===== src/rtl/core/tlg_row_mem.sv =====
// ----------------------------------------------------------------------------
// tlg_row_mem: row-wide grid memory
// One write port and one read port, read data registered.
// ----------------------------------------------------------------------------
module tlg_row_mem #(
    parameter int DEPTH = 64,
    parameter int WIDTH = 64
) (
    input  logic                     i_clk,
    input  logic                     i_rd_en,
    input  logic [$clog2(DEPTH)-1:0] i_rd_addr,
    output logic [WIDTH-1:0]         o_rd_data,
    input  logic                     i_wr_en,
    input  logic [$clog2(DEPTH)-1:0] i_wr_addr,
    input  logic [WIDTH-1:0]         i_wr_data
);
    logic [WIDTH-1:0] r_mem [DEPTH];

    always_ff @(posedge i_clk) begin
        if (i_wr_en) begin
            r_mem[i_wr_addr] <= i_wr_data;
        end
    end

    always_ff @(posedge i_clk) begin
        if (i_rd_en) begin
            o_rd_data <= r_mem[i_rd_addr];
        end
    end

endmodule


===== config.mk =====
export PLATFORM = sky130hd
export DESIGN_NAME = tlg_row_mem
export DESIGN_NICKNAME = d
export VERILOG_FILES = /design/src/rtl/core/tlg_row_mem.sv
export SDC_FILE = /design/constraint.sdc
export NUM_CORES = 2
export LEC_CHECK = 0
export BUFFER_PORTS_ARGS = -buffer_cell sky130_fd_sc_hd__clkbuf_2
export CORE_MARGIN = 2
export CORE_UTILIZATION = 55
export DETAILED_ROUTE_END_ITERATION = 12
export PLACE_DENSITY = 0.73
export SYNTH_ARGS = -nofsm -noshare
export SYNTH_HDL_FRONTEND = slang
export SYNTH_SLANG_ARGS = --single-unit

===== constraint.sdc =====
create_clock -name i_clk -period 13.3 [get_ports i_clk]
set_input_delay 0.665 -clock i_clk [delete_from_list [all_inputs] [get_ports i_clk]]
set_output_delay 0.665 -clock i_clk [all_outputs]
set_load 0.02 [all_outputs]

Yosys cells after proc, flatten, opt, wreduce, memory -nomap -nowiden
Memory sizes are Yosys's and may differ from the RTL's. A register that Yosys moved wholly into a read port is not among the register bits. Index checks and enable logic that the tools add are counted.

$mul: 0. Mux-type cells: 2. Add/subtract/negate cells: 0. Shift operators: 0. Bitwise operators: 0. Divide/modulo/power cells: 0. Equality and inequality tests: 0. Order comparisons: 0. Reductions and logical operators: 0.

Operator list (number): 1-bit 2-to-1 mux (2).

Memories: 1. RAM bits: 4096. ROM bits: 0. Register bits: 0. Bits in latches: 0.

Memory list: r_mem (words 64, bits a word 64, rd ports 1, clocked after Yosys merged registers in 1, wr ports 1, line 17) `logic [WIDTH-1:0] r_mem [DEPTH];`.

Longest topological paths before layout
Depth after elaboration: 2. Mapped depth: 9. Mapped depth without buffers: 5.

Least setup slack after synthesis
Ideal clock, no wire load.

Kind: input-to-reg. Start: in i_wr_addr[3]. End: mem r_mem[48][0] (enable). Path buffers: 1. Library setup time: 564 ps. Arrival: 5537 ps. Setup slack: 7199 ps. Cell stages on the path: 4. Path through: clkbuf_1 > nor2b_1 > nand4b_1 > nor3_1.

RTL lines: start, declared (line 14) `input logic [$clog2(DEPTH)-1:0] i_wr_addr,`; end, declared (line 17).

Straight into the memory's write port.

==> impl_results.md <==
* Status: finished, final reports clean
* Gr usage total at 0.2830
* DP HPWL at 208400 µm
* HP Class: in2reg
* Initial antenna violation count at 28
* CP endpoint kind: flip-flop
* Top cell by count, worst path: buf_4
* P_leak at 54.36 nW
* Worst vdd rail ir drop at 164.9 µV
* Overall routed net length at 413000 µm
* Max Freq at 224.9 MHz
* CP Buf/Inv Count at 4
* CP top delay family: buffers and inverters
* PwrDens at 152.6 nW/µm²
* Hold Fails Final Rpt at 0
* Worst Hold End: r_mem[7][48]$_DFFE_PP_
* Cts bufs inserted at 392
* Grt total ovfl at 0
* RSZ-0062 raised after global routing: false
* Synth Area per Inst at 23.79 µm²
* Max-cap violations at 0
* Crit path cell chain: buf_8 > buf_12 > buf_4 > buf_4 > mux4_2 > o221ai_1 > o22ai_1 > and3_1
* Data required, critical path at 13950 ps
* Initial core utilization at 0.5519
* Max incr delay on CP at 910 ps
* Routed via count at 76565
* CTS max path bufs at 4
* R2R cell count at 5
* Layout area overhead at 11.61%
* Post-DR vias/cell at 6.930
* Yosys warns at 0
* Worst setup margin at 8853 ps
* Core Area at 284500 µm²
* Crit path launch type: input pin
* Mapped Area at 157000 µm²
* Hold Path Stages at 2
* DRT antenna net count at 0
* Flop2flop setup slack at 10890 ps
* R2R Path End: o_rd_data[33]$_DFFE_PP_
* Clock Sinks at 4160
* Final GP Congestion at 0.7996
* Die ar. at 289700 µm²
* Dpl cells at 10316
* Slew Limit Fails at 0
* Seq cells post-synth at 4160
* Hold Slack at 414.8 ps
* Postcts setup bufs at 0
* Leading cell types in the layout, fill and taps excluded: edfxtp_1 (4160), mux4_2 (1024), clkbuf_16 (401), buf_4 (177), a22oi_1 (168)
* Worst-margin pin slew at 1437 ps
* Global-route wire length before repair at 576100 µm
* CTS resizes at 0
* Synth cell types at 32
* Ports at 143
* Die Wd at 538.3 µm
* Clk_skew at 46.86 ps
* Setup crit start: i_rd_addr[1]
* Worst-path clk slew at 60 ps
* Hold path start: i_wr_data[48]
* Rel. slew slack at 0.04209
* Final period util at 0.3344
* Critical Path AT at 5100 ps
* Final instance area at 175200 µm²
* Net Count, Synth at 6677
* CTS tree: done
* Worst slack, placed at 8044 ps
* Final total power at 26.74 mW
* Post-Synthesis Cells at 6598
* Post-synth ARST share at 0
* CTS H-tree depth at 5
* Routed len/inst at 37.38 µm
* Hold Buf Count CTS at 0
* Crit path max fanout at 114
* Post-synth EDFFs at 4160
* Largest net degree at the start of global routing at 115
* Setup total negative slack at 0 ps
* Critical path's slowest cell: buf_4
* Crit path time final at 4447 ps
* Total Nets Final at 7027
* First-pass DRT Iterations at 8
* Area post-placement at 162700 µm²
* Setup Viol. Count Final at 0
* Critical path type: in2reg
* Vias in the first global route at 75895
* Buffers added on ports at 142
* Share of layout cells above drive strength 1 at 0.2747
* Clock root cell: clkbuf_16
* Finished Layout Cells at 11049
* Row cnt at 196
* Worst skew pair latency at 930 ps
* Ys flop type: edfxtp_1
* Most common cell after layout, fill and taps aside: edfxtp_1
* DR iter-0 viols at 11376
* Final Core Density at 0.6159
* Sequential fraction of the synthesis area at 0.7957
* Die H at 538.3 µm
* Worst r2r src: r_mem[42][33]$_DFFE_PP_
* DRC Markers at 0
-- layout make-up --
type / count / area [µm²]
diodes: 25 / 62.56
fillers: 18547 / 109300
flip-flops and latches: 4160 / 124900
multi-input cells: 2049 / 30780
repair buffers: 326 / 2230
well taps: 3762 / 4707
inverters: 19 / 71.32
clock inverters: 229 / 2112
clock buffers: 479 / 10330
-- state kept, by name, summed over array words and instances (netlist names) --
name	cells
o_rd_data	64
r_mem	4096
-- worst max path at each step --
| stage | slack [ps] | endpoint | cells past startpoint |
|---|---|---|---|
| final | 8850 | o_rd_data[50]$_DFFE_PP_ | 8 |
| after detailed placement | 8040 | o_rd_data[50]$_DFFE_PP_ | 8 |
| after floorplan | 7200 | r_mem[48][0]$_DFFE_PP_ | 4 |
| after global placement | 8050 | o_rd_data[50]$_DFFE_PP_ | 8 |
| after global routing | 8790 | o_rd_data[50]$_DFFE_PP_ | 8 |
| after CTS | 8930 | o_rd_data[50]$_DFFE_PP_ | 8 |
-- power breakdown --
group	total [mW]	switching, mW	leakage (nW)	internal, mW
clock network	10.9	4.73	6.08	6.21
registers	14.6	0.0533	37.5	14.6
logic	1.20	0.762	10.8	0.433
total	26.7	5.54	54.4	21.2
-- synthesized netlist by cell type, types with 11 or more instances --
| cell | n | area share |
|---|---|---|
| nand2_1 | 58 | 0.0014 |
| or2_2 | 28 | 0.0011 |
| a31oi_1 | 18 | 0.00072 |
| edfxtp_1 | 4160 | 0.80 |
| a22o_1 | 88 | 0.0049 |
| a211oi_1 | 63 | 0.0030 |
| nand3_1 | 45 | 0.0014 |
| nor2_1 | 112 | 0.0027 |
| o221ai_1 | 38 | 0.0021 |
| inv_1 | 19 | 0.00045 |
| a41oi_1 | 26 | 0.0015 |
| or3_1 | 29 | 0.0012 |
| clkbuf_1 | 140 | 0.0033 |
| o22ai_1 | 83 | 0.0033 |
| a2bb2oi_1 | 19 | 0.0011 |
| and3_1 | 64 | 0.0026 |
| buf_1 | 20 | 0.00048 |
| mux4_2 | 1024 | 0.15 |
| mux2i_1 | 135 | 0.0086 |
| buf_2 | 170 | 0.0054 |
| buf_4 | 34 | 0.0016 |
| nand2b_1 | 11 | 0.00044 |
| a22oi_1 | 168 | 0.0080 |
| nor2b_1 | 28 | 0.0011 |
-- layer usage --
| layer | part of all wire | GRT usage |
|---|---|---|
| met4 | 0.043 | 0.1121 |
| met3 | 0.11 | 0.06147 |
| met2 | 0.48 | 0.4510 |
| met1 | 0.36 | 0.3863 |
| met5 | 0.00027 | 0 |
-- worst reg2reg max path: cells and delay by family (launching register included) --
kind | cells | cell delay (ps)
compound gates | 2 | 890
flops | 1 | 420
simple gates | 1 | 90
mux | 2 | 670
-- cells by family after synthesis --
group	share of synthesized area
DFF	0.7957
muxes	0.1555
AOI/OAI and AO/OA	0.02467
buffers and inverters	0.01176
and+or+nand+nor	0.01235
Power figures use the tool's default switching activity.
