--- src/rtl/core/tlg_row_rule.sv ---
// ----------------------------------------------------------------------------
// tlg_row_rule: next generation of one row
// Counts neighbours per column from a five-row window and applies the rule.
// ----------------------------------------------------------------------------
module tlg_row_rule #(
    parameter int MAX_COLS = 64
) (
    input  logic [MAX_COLS-1:0]         i_row_m2,
    input  logic [MAX_COLS-1:0]         i_row_m1,
    input  logic [MAX_COLS-1:0]         i_row_c,
    input  logic [MAX_COLS-1:0]         i_row_p1,
    input  logic [MAX_COLS-1:0]         i_row_p2,
    input  logic [$clog2(MAX_COLS+1)-1:0] i_cols,
    input  logic                        i_mode,
    output logic [MAX_COLS-1:0]         o_row
);
    localparam int CAW = $clog2(MAX_COLS);
    localparam int CSW = $clog2(MAX_COLS+1);

    logic [CSW-1:0] last1_w, last2_w;
    logic [CAW-1:0] last1, last2;

    assign last1_w = i_cols - CSW'(1);
    assign last2_w = i_cols - CSW'(2);
    assign last1   = last1_w[CAW-1:0];
    assign last2   = last2_w[CAW-1:0];

    // wrap one column left
    function automatic logic [MAX_COLS-1:0] f_left1(input logic [MAX_COLS-1:0] x,
                                                    input logic [CAW-1:0] l1);
        logic [MAX_COLS-1:0] y;
        y = '0;
        for (int c = 0; c < MAX_COLS; c++) begin
            y[c] = (c == 0) ? x[l1] : x[(c == 0) ? 0 : c - 1];
        end
        return y;
    endfunction

    function automatic logic [MAX_COLS-1:0] f_left2(input logic [MAX_COLS-1:0] x,
                                                    input logic [CAW-1:0] l1,
                                                    input logic [CAW-1:0] l2);
        logic [MAX_COLS-1:0] y;
        y = '0;
        for (int c = 0; c < MAX_COLS; c++) begin
            if (c == 0) y[c] = x[l2];
            else if (c == 1) y[c] = x[l1];
            else y[c] = x[(c < 2) ? 0 : c - 2];
        end
        return y;
    endfunction

    function automatic logic [MAX_COLS-1:0] f_right1(input logic [MAX_COLS-1:0] x,
                                                     input logic [CAW-1:0] l1);
        logic [MAX_COLS-1:0] y;
        y = '0;
        for (int c = 0; c < MAX_COLS; c++) begin
            if (CAW'(c) == l1) y[c] = x[0];
            else y[c] = (c + 1 < MAX_COLS) ? x[(c + 1 < MAX_COLS) ? c + 1 : 0] : 1'b0;
        end
        return y;
    endfunction

    function automatic logic [MAX_COLS-1:0] f_right2(input logic [MAX_COLS-1:0] x,
                                                     input logic [CAW-1:0] l1,
                                                     input logic [CAW-1:0] l2);
        logic [MAX_COLS-1:0] y;
        y = '0;
        for (int c = 0; c < MAX_COLS; c++) begin
            if (CAW'(c) == l2) y[c] = x[0];
            else if (CAW'(c) == l1) y[c] = x[1];
            else y[c] = (c + 2 < MAX_COLS) ? x[(c + 2 < MAX_COLS) ? c + 2 : 0] : 1'b0;
        end
        return y;
    endfunction

    logic [MAX_COLS-1:0] m1_l, m1_r, p1_l, p1_r, c_l1, c_r1, c_l2, c_r2;

    assign m1_l = f_left1(i_row_m1, last1);
    assign m1_r = f_right1(i_row_m1, last1);
    assign p1_l = f_left1(i_row_p1, last1);
    assign p1_r = f_right1(i_row_p1, last1);
    assign c_l1 = f_left1(i_row_c, last1);
    assign c_r1 = f_right1(i_row_c, last1);
    assign c_l2 = f_left2(i_row_c, last1, last2);
    assign c_r2 = f_right2(i_row_c, last1, last2);

    always_comb begin
        logic [3:0] cnt;
        o_row = i_row_c;
        for (int c = 0; c < MAX_COLS; c++) begin
            if (i_mode) begin
                cnt = 4'(i_row_m2[c]) + 4'(i_row_m1[c]) + 4'(i_row_p1[c]) + 4'(i_row_p2[c])
                    + 4'(c_l2[c]) + 4'(c_l1[c]) + 4'(c_r1[c]) + 4'(c_r2[c]);
            end else begin
                cnt = 4'(m1_l[c]) + 4'(i_row_m1[c]) + 4'(m1_r[c]) + 4'(c_l1[c])
                    + 4'(c_r1[c]) + 4'(p1_l[c]) + 4'(i_row_p1[c]) + 4'(p1_r[c]);
            end
            if (CSW'(c) < i_cols) begin
                o_row[c] = (cnt == 4'd3) || (i_row_c[c] && (cnt == 4'd2));
            end
        end
    end

endmodule

--- config.mk ---
export PLATFORM = sky130hd
export DESIGN_NAME = tlg_row_rule
export DESIGN_NICKNAME = d
export VERILOG_FILES = /design/src/rtl/core/tlg_row_rule.sv
export SDC_FILE = /design/constraint.sdc
export NUM_CORES = 2
export LEC_CHECK = 0
export BUFFER_PORTS_ARGS = -buffer_cell sky130_fd_sc_hd__buf_4
export CORE_UTILIZATION = 42
export DETAILED_ROUTE_END_ITERATION = 12
export PLACE_DENSITY = 0.64
export SYNTH_ARGS = -nofsm -noshare
export SYNTH_HDL_FRONTEND = slang
export SYNTH_SLANG_ARGS = --single-unit
export TNS_END_PERCENT = 10
--- constraint.sdc ---
create_clock -name vclk -period 17.2
set_clock_uncertainty 0.2 [all_clocks]
set_input_delay 0.86 -clock vclk [all_inputs]
set_output_delay 0.86 -clock vclk [all_outputs]
set_load 0.02 [all_outputs]
# [Word-level counts from Yosys, hierarchy flattened]
# Cells that the tools add are included.
[word_totals] register_bits=0 out_inout_bits=64 input_bits=328 elab_cells=1804
[classes] magnitude_cmp=66 n_reduce_logical=130 eq_ne=254 n_mux=456 n_addsub=898
[ops] cell="$add 4x1->4" count=512
[ops] cell="$add 3x1->4" count=128
[ops] cell="$eq 4x2->1 const B" count=128
[ops] cell="$mux 1" count=388
[ops] cell="$add 2x1->3" count=128
[ops] cell="$eq 6x6->1 const A" count=64
[ops] cell="$add 1x1->2" count=128
[ops] cell="$mux 4" count=64
[ops] cell="$lt 6x7->1 const A" count=32
[ops] cell="$eq 5x6->1 const A" count=32
[ops] cell="$lt 5x7->1 const A" count=16
[ops] cell="$eq 4x6->1 const A" count=16
[ops] cell="$logic_and 1x1->1" count=64
[ops] cell="$logic_or 1x1->1" count=64
[ops] cell="$lt 4x7->1 const A" count=8
[ops] cell="$eq 3x6->1 const A" count=8
[ops] cell="$lt 3x7->1 const A" count=4
[ops] cell="$bmux 1 s6" count=4
[ops] cell="$eq 2x6->1 const A" count=4
[ops] cell="$lt 1x7->1 const A" count=2
[ops] cell="$lt 2x7->1 const A" count=2
[ops] cell="$lt 6x7->1 const B" count=2
[ops] cell="$eq 1x6->1 const A" count=2
[ops] cell="$logic_not 6->1" count=2
[ops] cell="2 further kinds" count=2

# [Longest topological paths before layout]
[depth] depth_word=15 ltp_mapped=22

# [Worst setup path before layout]
# No wires, ideal clock.
[synth_path] path_type="input to output" startpoint="input port i_cols[1]" endpoint="output port o_row[0]" setup_slack_ns=9.465 cell_stages=19 arrival_time_ns=6.675 path_buffers=5 cell_sequence="buf_2 > buf_1 > inv_1 > ha_1 > buf_2 > buf_2 > buf_1 > mux4_2 > a31oi_1 > a31oi_1 > nor4_1 > fa_1 > fa_1 > inv_1 > ha_1 > fa_1 > o21ai_0 > o2111ai_1 > a31oi_1"
[synth_via] elab_chain_len=15 elab_cells_between_ends=35 classes_between="13 x add/sub; 1 x order compare; 2 x eq/ne; 15 x mux; 4 x reduce/logical"
[synth_lines] element="from (decl)" line_no="13" source="input logic [$clog2(MAX_COLS+1)-1:0] i_cols,"
[synth_lines] element="$sub 6x1->6" line_no="23" source="assign last1_w = i_cols - CSW'(1);"
[synth_lines] element="$bmux 1 s6"
[synth_lines] element="$mux 1 (implied by the code)" line_no="34" source="y[c] = (c == 0) ? x[l1] : x[(c == 0) ? 0 : c - 1];"
[synth_lines] element="$add 1x1->2" line_no="95" source="cnt = 4'(m1_l[c]) + 4'(i_row_m1[c]) + 4'(m1_r[c]) + 4'(c_l1[c])"
[synth_lines] element="$add 2x1->3" line_no="95"
[synth_lines] element="$add 3x1->4" line_no="95"
[synth_lines] element="$add 4x1->4 (4 in a row)" line_no="96" source="+ 4'(c_r1[c]) + 4'(p1_l[c]) + 4'(i_row_p1[c]) + 4'(p1_r[c]);"
[synth_lines] element="$mux 4" line_no="91" source="if (i_mode) begin"
[synth_lines] element="$eq 4x2->1" line_no="99" source="o_row[c] = (cnt == 4'd3) || (i_row_c[c] && (cnt == 4'd2));"
[synth_lines] element="$logic_and 1x1->1" line_no="99"
[synth_lines] element="$logic_or 1x1->1" line_no="99"
[synth_lines] element="$mux 1 (*)" line_no="98" source="if (CSW'(c) < i_cols) begin"
[synth_lines] element="to (decl)" line_no="15" source="output logic [MAX_COLS-1:0] o_row"
# Every way passes the cells marked *; elsewhere a longest branch is shown, timed or not. The select of a mux whose other input is x is not followed.

# [Worst setup path after layout]
[layout_path] startpoint="input port i_cols[0]" endpoint="output port o_row[0]"
# Same word-level chain as after synthesis.

==> metrics <==
Die H 255.6 um; row cnt 92; critical path cell sequence buf_4 > inv_1 > ha_1 > xnor2_2 > buf_4 > nand3_1 > nor2_1 > mux2_2 > fa_1 > inv_1 > fa_1 > fa_1 > inv_1 > ha_1 > fa_1 > o21ai_0 > o2111ai_1 > a31oi_1 > buf_4; final hold violation count 0; First-pass DRT Iterations 8; Finished Core Util 48.61%; register area share after synthesis 0%; Hold Path Origin i_row_c[31]; Die W 255.6 um; DIE AREA 65340 um^2; Avg WL per Cell 26.85 um; status complete, no violations; Ys Warns 0; nets@finish 4244; dpl hpwl 85150 um; WS Path Type in -> out; top-area cell type share of the netlist area 37.94%; Post-Route WL 103500 um; CP arrival 7290 ps; Worst VDD drop 33.42 uV; Mapped Avg Cell Area 10.02 um^2; Fillers 5960; GPL Wtd Cong 1.006; Post-route DRC 0; number of global-route vias before repair 26500; Tcrit/Tclk final 48.57%; ranking of synthesized cells by area fa_1, ha_1, mux2i_1; Vias/cell 6.353; Max Slew Vio Count 0; I/O pins 392; Slowest cell on crit path xnor2_2; leading area contributor after synthesis fa_1; Netlist Area Pre-Place 27020 um^2; Total Routing Usage GR 31.73%; share of cells above drive strength 1 19.33%; Max-slew headroom 12.17%; Register Area 0 um^2; synthesized net count 3933; most frequent cells in the layout fa_1, buf_4, ha_1; Worst Path Max Fanout 28; Max-Cap Viols 0; CP startpoint kind primary input; hold slack 1962 ps; seq_cells 0; cts repair resizes 0; hold path depth 4; Hold Path End o_row[31]; clkbuf count 0; leakage power 12.94 nW; detailed-route via count 24490; Synth cell types 62; total power draw 1.753 mW; Achievable Freq 119.7 MHz; critical path's most frequent cell fa_1; Slew @ Worst Pin 1313 ps; Synth Instances 2696; global-route wire length before repair 159200 um; Congestion Overflow GR 0; commonest non-fill, non-tap cell in the layout fa_1; core area 63310 um^2; number of buffers added for setup after CTS 0; initial antenna violation count 5; setup TNS 0 ps; RSZ-0062 raised after global routing no; First DRT Iteration DRCs 2064; Initial Util 42.67%; CP Capture Type output port; WP data required 16140 ps; crit-path max cell delay 670 ps; largest net degree at the start of global routing 73; # port buffers 392; area of the multi-input gates 25640 um^2; PD cells 56.97 nW/um^2; worst hold path class in -> out; P&R area growth vs syn 13.91%; Post-DRT Antenna Nets 0; post-route minimum period 8354 ps; Hold Buf Count CTS 0; final setup vio count 0
[per-stage QoR]
step,cells,worst slack (ps),area (um^2)
after floorplan,2696,9465,27020
after global placement,3850,8417,30760
after detailed placement,3851,8873,30770
after CTS,3851,8867,30770
after global routing,3854,8429,30770
final,3854,8846,30770
[critical path: cells and delay by family]
kind / cells / cell delay (ps)
muxes: 1 / 400
adders and majority gates: 6 / 2690
xor gates and xnor gates: 1 / 670
AOI/OAI and AO/OA: 3 / 600
buffers and inverters: 6 / 1420
and+or+nand+nor: 2 / 640
[Yosys cell counts, types with 64 or more instances]
master	count
nand3_1	204
mux4_2	64
fa_1	512
o2111ai_1	99
ha_1	397
mux2i_1	226
inv_1	251
a21oi_1	195
nor2_1	135
o21ai_0	169
clkbuf_1	72
[layout make-up]
type | count | share of cell area (%)
Inverter | 251 | 3.070
Timing Repair Buffer | 417 | 10.16
Multi-Input combinational cell | 2337 | 83.30
Tap cell | 846 | 3.440
Antenna cell | 3 | 0.02439
[cell families after synthesis]
group	share of synthesized area (%)
AOI/OAI and AO/OA	13.82
xor gates and xnor gates	0.3196
adders and majority gates	56.32
buffers and inverters	5.224
muxes	16.13
and+or+nand+nor	8.188
[power by group]
group	switching, mW	internal (mW)	total [mW]
registers	0	0	0
logic	0.995	0.759	1.75
clock network	0	0.0000000234	0.0000000234
total	0.995	0.759	1.75
[worst max-delay path by stage]
stage,startpoint,end,slack (ps),depth (start not counted)
after floorplan,i_cols[1],o_row[0],9460,19
after global placement,i_cols[0],o_row[0],8420,18
after detailed placement,i_cols[0],o_row[0],8870,19
after CTS,i_cols[0],o_row[0],8870,19
after global routing,i_cols[0],o_row[0],8430,19
final,i_cols[0],o_row[0],8850,19
[layer usage]
metal  wire, um  GRT usage [%]  vias to the layer above
met5         35              0                        -
met4       5602          14.59                        4
met3       7838          3.971                      283
met2      49210          53.24                     1190
met1      40790          40.80                    12560
li1           -              -                    10450
Note: power is estimated with default switching activity, not from simulation.
